## config.mk

```make
export PLATFORM = sky130hd
export DESIGN_NAME = ssts_cell
export DESIGN_NICKNAME = d
export VERILOG_FILES = /design/src/rtl/ssts_pkg.sv /design/src/rtl/ssts_cell.sv
export SDC_FILE = /design/constraint.sdc
export NUM_CORES = 1
export LEC_CHECK = 0
export BUFFER_PORTS_ARGS = -buffer_cell sky130_fd_sc_hd__buf_2
export CELL_PAD_IN_SITES_DETAIL_PLACEMENT = 1
export CELL_PAD_IN_SITES_GLOBAL_PLACEMENT = 1
export CORE_ASPECT_RATIO = 0.7
export CORE_MARGIN = 3
export CORE_UTILIZATION = 41
export CTS_BUF_LIST = sky130_fd_sc_hd__clkbuf_4 sky130_fd_sc_hd__clkbuf_8 sky130_fd_sc_hd__clkbuf_16
export DETAILED_ROUTE_END_ITERATION = 16
export GPL_TIMING_DRIVEN = 0
export PLACE_DENSITY_LB_ADDON = 0.1
export SLEW_MARGIN = 10
export SYNTH_ARGS = -nofsm -noshare
export SYNTH_HDL_FRONTEND = slang
export SYNTH_SLANG_ARGS = --single-unit
```

## constraint.sdc

```tcl
create_clock -name clk -period 8 [get_ports clk]
set_clock_uncertainty 0.2 [all_clocks]
set_input_delay 1.6 -clock clk [delete_from_list [all_inputs] [get_ports clk]]
set_output_delay 1.6 -clock clk [all_outputs]
set_load 0.01 [all_outputs]
```

## src/rtl/ssts_pkg.sv

```systemverilog
// ----------------------------------------------------------------------------
// ssts_pkg
// Shared types and constants for the sorted size table snap block
// ----------------------------------------------------------------------------
package ssts_pkg;

  // default configuration of the table
  localparam int TABLE_DEPTH_DEF = 64;
  localparam int SIZE_BITS_DEF   = 20;

  // item kinds carried on the input tuser
  localparam logic [1:0] KIND_CLEAR  = 2'd0;
  localparam logic [1:0] KIND_INSERT = 2'd1;
  localparam logic [1:0] KIND_MAP    = 2'd2;

  // configuration register indexes
  localparam logic [1:0] CFG_MAP_ENABLE    = 2'd0;
  localparam logic [1:0] CFG_ROUND_NEAREST = 2'd1;

  // command broadcast from the sequencer to every cell
  typedef struct packed {
    logic cmp;      // latch the per-cell compare against the item size
    logic clr;      // empty the table
    logic ins;      // shift in the item size at its sorted place
    logic nearest;  // nearest-neighbor selection instead of round up
  } ssts_cmd_t;

endpackage

```

## src/rtl/ssts_cell.sv

```systemverilog
// ----------------------------------------------------------------------------
// ssts_cell
// One table slot: holds an entry, shifts right on insert, votes on snapping
// ----------------------------------------------------------------------------
module ssts_cell import ssts_pkg::*; #(
  parameter int SIZE_BITS = SIZE_BITS_DEF
) (
  input  logic                 clk,
  input  logic                 rst_n,
  input  ssts_cmd_t            cmd,
  input  logic [SIZE_BITS-1:0] v,
  input  logic [SIZE_BITS-1:0] left_val,
  input  logic                 left_valid,
  input  logic                 left_lt,
  input  logic                 right_valid,
  output logic [SIZE_BITS-1:0] val,
  output logic                 valid,
  output logic                 lt,
  output logic                 hit,
  output logic [SIZE_BITS-1:0] hit_val,
  output logic [SIZE_BITS-1:0] last_val
);

  logic [SIZE_BITS-1:0] val_r;
  logic                 valid_r;
  logic                 lt_r;
  logic [SIZE_BITS-1:0] val_nxt;
  logic                 valid_nxt;
  logic                 lt_nxt;
  logic                 ge;
  logic                 left_ge;
  logic [SIZE_BITS-1:0] dist_lo;
  logic [SIZE_BITS-1:0] dist_hi;
  logic                 pick_left;

  // an entry is below the item size only if it holds data
  assign ge      = valid_r && !lt_r;
  assign left_ge = left_valid && !left_lt;

  // entry update: clear, shift from the left, or take the new size
  always_comb begin
    val_nxt   = val_r;
    valid_nxt = valid_r;
    lt_nxt    = lt_r;
    if (cmd.cmp) begin
      lt_nxt = valid_r && (val_r < v);
    end
    if (cmd.clr) begin
      valid_nxt = 1'b0;
    end else if (cmd.ins) begin
      if (!left_lt) begin
        val_nxt   = left_val;
        valid_nxt = left_valid;
      end else if (!lt_r) begin
        val_nxt   = v;
        valid_nxt = 1'b1;
      end
    end
  end

  // control flags
  always_ff @(posedge clk) begin
    if (!rst_n) begin
      valid_r <= 1'b0;
      lt_r    <= 1'b0;
    end else begin
      valid_r <= valid_nxt;
      lt_r    <= lt_nxt;
    end
  end

  // entry payload
  always_ff @(posedge clk) begin
    val_r <= val_nxt;
  end

  // first entry at or above the size owns the snap decision
  assign hit       = ge && !left_ge;
  assign dist_lo   = v - left_val;
  assign dist_hi   = val_r - v;
  // tie goes to the lower neighbor
  assign pick_left = cmd.nearest && left_valid && !(dist_lo > dist_hi);
  assign hit_val   = hit ? (pick_left ? left_val : val_r) : '0;
  assign last_val  = (valid_r && !right_valid) ? val_r : '0;

  assign val   = val_r;
  assign valid = valid_r;
  assign lt    = lt_r;

endmodule

```

# ---- Yosys cells after proc, flatten, opt, wreduce, memory -nomap -nowiden
# Cells that the tools add are included.
# Widths: inputs -> output; s select.
dict set report totals {
  reg_bits 22
  input_bits 49
  out_inout_bits 63
  wordCells 32
}
dict set report classes {
  muxes 7
  eq_ne 1
  n_addsub 2
  magnitude_cmp 2
  n_reduce_logical 15
  n_bitwise 2
}
# op count
set op_table {}
lappend op_table {{$mux 20} 5}
lappend op_table {{$sub 20x20->20} 2}
lappend op_table {{$gt 20x20->1} 1}
lappend op_table {{$lt 20x20->1} 1}
lappend op_table {{$logic_and 1x1->1} 7}
lappend op_table {{$logic_not 1->1} 5}
lappend op_table {{$reduce_and 3->1} 1}
lappend op_table {{$mux 1} 2}
lappend op_table {{$ne 2x2->1 const B} 1}
lappend op_table {{$not 1->1} 2}
lappend op_table {{$reduce_and 2->1} 1}
lappend op_table {{$reduce_or 2->1} 1}

# ---- Longest topological paths before layout
dict set report depth {
  word_depth 6
  ltp_mapped 20
  depth_no_buf 19
}

# ---- Worst setup path after synthesis
# No wires, ideal clock.
dict set report synth_path {
  kind {input to output}
  from {input port v[0]}
  to {output port hit_val[10]}
  n_path_buf 1
  path_slack_ns 1.336
  cell_stages 19
  required_time_ns 6.200
  arrival_time_ns 4.864
  cell_sequence {inv_1 -> ha_1 -> inv_1 -> fa_1 -> a21oi_1 -> o211ai_1 -> a31oi_2 -> o21ai_1 -> a21o_1 -> a21oi_1 -> xnor2_1 -> ha_1 -> nand4_1 -> nor2_1 -> nand4_1 -> nor4_1 -> a21oi_1 -> clkbuf_1 -> o31ai_1}
}
dict set report synth_between {
  elab_chain_cells 6
  elab_cells_between_ends 7
  cone_classes {add/sub (2); order compare (1); mux (2); reduce/logical (2)}
}
# item line
set synth_lines {}
lappend synth_lines {{start: declaration} ssts_cell.sv:11} ;# input logic [SIZE_BITS-1:0] v,
lappend synth_lines {{$sub 20x20->20 (on tied branches)} {ssts_cell.sv:79, ssts_cell.sv:80}}
lappend synth_lines {{$gt 20x20->1 *} ssts_cell.sv:82} ;# assign pick_left = cmd.nearest && left_valid && !(dist_lo > dist_hi);
lappend synth_lines {{$logic_not 1->1 *} ssts_cell.sv:82}
lappend synth_lines {{$logic_and 1x1->1 *} ssts_cell.sv:82}
lappend synth_lines {{$mux 20 * (2 in a row)} ssts_cell.sv:83} ;# assign hit_val = hit ? (pick_left ? left_val : val_r) : '0;
lappend synth_lines {{end: declaration} ssts_cell.sv:20} ;# output logic [SIZE_BITS-1:0] hit_val,
# Every way passes the cells marked *; elsewhere a longest branch is shown, timed or not.

# ---- Worst setup path after layout
dict set report layout_path {
  from {input port v[0]}
  to {output port hit_val[12]}
}
# The elaborated chain is that of the path after synthesis.

==> results.json <==
{
  "synth_edf_count": 20,
  "cap_violations": 0,
  "yosys_warnings": 0,
  "worst_slack_ps": 379,
  "grt_max_degree": 13,
  "overflow": 0,
  "netlist_area_sq_um": 3690,
  "synthCells": 488,
  "portBuffers": 111,
  "critical_path.slowest_cell": "fa_1",
  "vias": 4073,
  "worstPathMaxFanout": 10,
  "cts-htree-levels": 1,
  "critPathCaptureType": "output pin",
  "switchingPower_uw": 257,
  "numCtsBuffers": 3,
  "die_w_um": 119,
  "fin_area_sq_um": 4510,
  "cp_top_family": "compound AO/OA/AOI/OAI gates",
  "wl_per_cell_um": 19.0,
  "worst-path-buf-inv": 5,
  "p_per_area_nw_per_um2": 132,
  "clockBufferDepth": 2,
  "placed_cells": 720,
  "seqPwrFrac_pct": 23.4,
  "vias_per_cell": 5.63,
  "p_leak_uw": 0.00223,
  "hold_viol": 0,
  "period_needed_ps": 7620,
  "switching_share_pct": 43.1,
  "path_class": "in2out",
  "grt_pass1_wl_um": 21800,
  "status": "completed",
  "ant_nets": 0,
  "cp.required_ps": 6200,
  "fillCellCount": 1159,
  "dpl.hpwl_um": 11200,
  "clk_latency_ps": 270,
  "multi_input_area_sq_um": 2790,
  "dieArea_sq_um": 10200,
  "cts_num_sinks": 22,
  "max-vdd-ir-drop_mv": 0.0574,
  "holdWs_ps": 406,
  "async_flop_share_pct": 0,
  "initial_core_util_pct": 42.8,
  "power.share.clock_pct": 21.9,
  "drive_gt1_share_pct": 21.5,
  "std_cell_rows": 28,
  "cp.arrival_ps": 5820,
  "firstDrtPassIters": 4,
  "grt_usage_pct": 26.8,
  "comb_power_share_pct": 54.7,
  "antenna_found_initial": 0,
  "pre_cts_slack_ps": 104,
  "drv_slew": 0,
  "p_int_uw": 340,
  "core_sq_um": 8620,
  "placed_area_sq_um": 4420,
  "crit_chain": "buf_2 > inv_1 > ha_1 > inv_1 > fa_1 > a21oi_2 > o211ai_1 > a31oi_2 > o21ai_1 > a21o_1 > a21oi_1 > xnor2_1 > ha_1 > nand4_1 > nor2_1 > nand4_1 > nor4_1 > a21oi_1 > clkbuf_2 > o31ai_1 > buf_2",
  "io_pins": 112,
  "syn_nets": 598,
  "insertedDiodeCount": 0,
  "fin_crit_sh_pct": 95.3,
  "die_h_um": 85.4,
  "final_nets": 715,
  "gp_congestion": 0.913,
  "setup-tns-final_ps": 0,
  "hold_class": "reg2reg",
  "worst_pin_slew_ps": 762,
  "drcViolationCount": 0,
  "area_growth_pct": 22.2,
  "cp-start-kind": "primary input",
  "ys_ff_latch": 22,
  "cts_tree": "yes",
  "yosysSeqAreaShare_pct": 17.4,
  "first_iter_violations": 218,
  "wirelength_um": 13700,
  "synth.distinct_cells": 47,
  "rsz0062_at_grt": "false",
  "grt_pass1_vias": 4102,
  "register_area_sq_um": 641,
  "path_clk_slew_ps": 80,
  "clockRootBuffer": "clkbuf_16",
  "final_cells": 724,
  "holdBufCountCts": 0,
  "avgSynthCellArea_sq_um": 7.57,
  "max_freq_mhz": 131,
  "ys.flop_type": "edfxtp_1",
  "max_stage_delay_ps": 410,
  "slew_headroom_pct": 49.2,
  "finalSetupViolations": 0
}
synthesized netlist by cell type, drive strengths merged, types with 3 or more instances:
cell,n,area share (%)
o211ai,3,0.61
nor2b,5,0.85
o31ai,19,3.9
inv,53,5.4
buf,3,0.34
nand4,6,1.0
a21o,11,2.2
edfxtp,20,16
nand2b,6,1.0
clkbuf,14,1.4
nand2,49,5.0
o21bai,9,1.8
a31oi,4,0.85
nand3,28,3.8
a21oi,45,6.4
o21ai,42,5.7
and2,21,3.6
xnor2,21,5.0
nor2,18,1.8
ha,59,20
xor2,14,3.3
a211oi,5,1.0
nor3,7,0.95
metrics by stage:
stage / total power (uW) / util (%)
after global routing: 643 / 52.4
after detailed placement: 461 / 51.2
after floorplan: 361 / -
final: 597 / 52.4
after CTS: 596 / 52.3
after global placement: 449 / 51.0
final timing paths:
| path | start | end | slack (ps) | cells past startpoint |
|---|---|---|---|---|
| setup reg to reg | val[0] | lt | 5180 | 11 |
| setup / recovery | v[0] | hit_val[12] | 380 | 21 |
| hold / removal | lt | lt | 410 | 2 |
| hold reg to reg | lt | lt | 410 | 2 |
cells by family (layout without fill, tap and decap cells):
family | after synthesis | in the layout | share of synthesized area (%)
AND/OR/NAND/NOR | 146 | 146 | 19.2
adder cells (fa/ha/maj) | 61 | 61 | 21.1
flip-flops | 22 | 22 | 17.4
XOR/XNOR | 35 | 35 | 8.30
multiplexers | 3 | 3 | 0.881
buffers and inverters | 70 | 186 | 7.15
AO/OA/AOI/OAI | 151 | 151 | 26.1
metal layers:
metal / vias up / GRT usage (%) / routed length (um)
li1: 1973 / - / -
met1: 1959 / 38.6 / 6570
met2: 133 / 43.5 / 6040
met3: 8 / 3.86 / 992
met4: 0 / 4.26 / 118
met5: - / 0 / 0
final cells by class:
type                       count  share of cell area, %
buffer                        17                   1.53
inverter                      53                   4.41
clock buffer                   4                   1.97
sequential                    22                   14.2
multi-input combinational    396                   61.9
tap                          120                   3.33
timing repair buffer         112                   12.6
cell usage in the layout (no fill, tap or decap), drive strengths merged, types with 2 or more instances in the layout:
cell / synthesis / routed
dfxtp: 2 / 2
mux2: 2 / 2
o21a: 2 / 2
o2bb2ai: 2 / 2
nand4: 6 / 6
nor2: 18 / 18
edfxtp: 20 / 20
o21bai: 9 / 9
a211oi: 5 / 5
o31ai: 19 / 19
ha: 59 / 59
a211o: 2 / 2
and2: 21 / 21
nor3: 7 / 7
nand3: 28 / 28
a2111oi: 2 / 2
clkbuf: 14 / 17
xnor2: 21 / 21
fa: 2 / 2
a21o: 11 / 11
nand2: 49 / 49
buf: 3 / 116
nand3b: 2 / 2
a21oi: 45 / 45
o21ai: 42 / 42
o211ai: 3 / 3
inv: 53 / 53
nor2b: 5 / 5
a31oi: 4 / 4
xor2: 14 / 14
nand2b: 6 / 6
worst min-delay path, stage by stage, from the launching register on:
cell and delay, ps:
dfxtp_1 350, mux2i_1 140, o2bb2ai_1 80
power by group through the flow:
stage	sequential (uW)	combinational (uW)	clock, uW
after floorplan	143	218	0
after global placement	142	307	0
after detailed placement	142	319	0
after CTS	139	323	134
after global routing	140	366	136
final	139	327	131
what timing repair did:
action / in CTS / in global routing
gates resized for setup: 0 / 8
hold endpoints to repair: 0 / 0
setup buffers: 0 / 0
endpoints found under the setup margin: 0 / 20
registers in the layout, summed over array words and instances (netlist names):
register,count
val,20
lt,1
valid,1
Power figures use the tool's default switching activity.
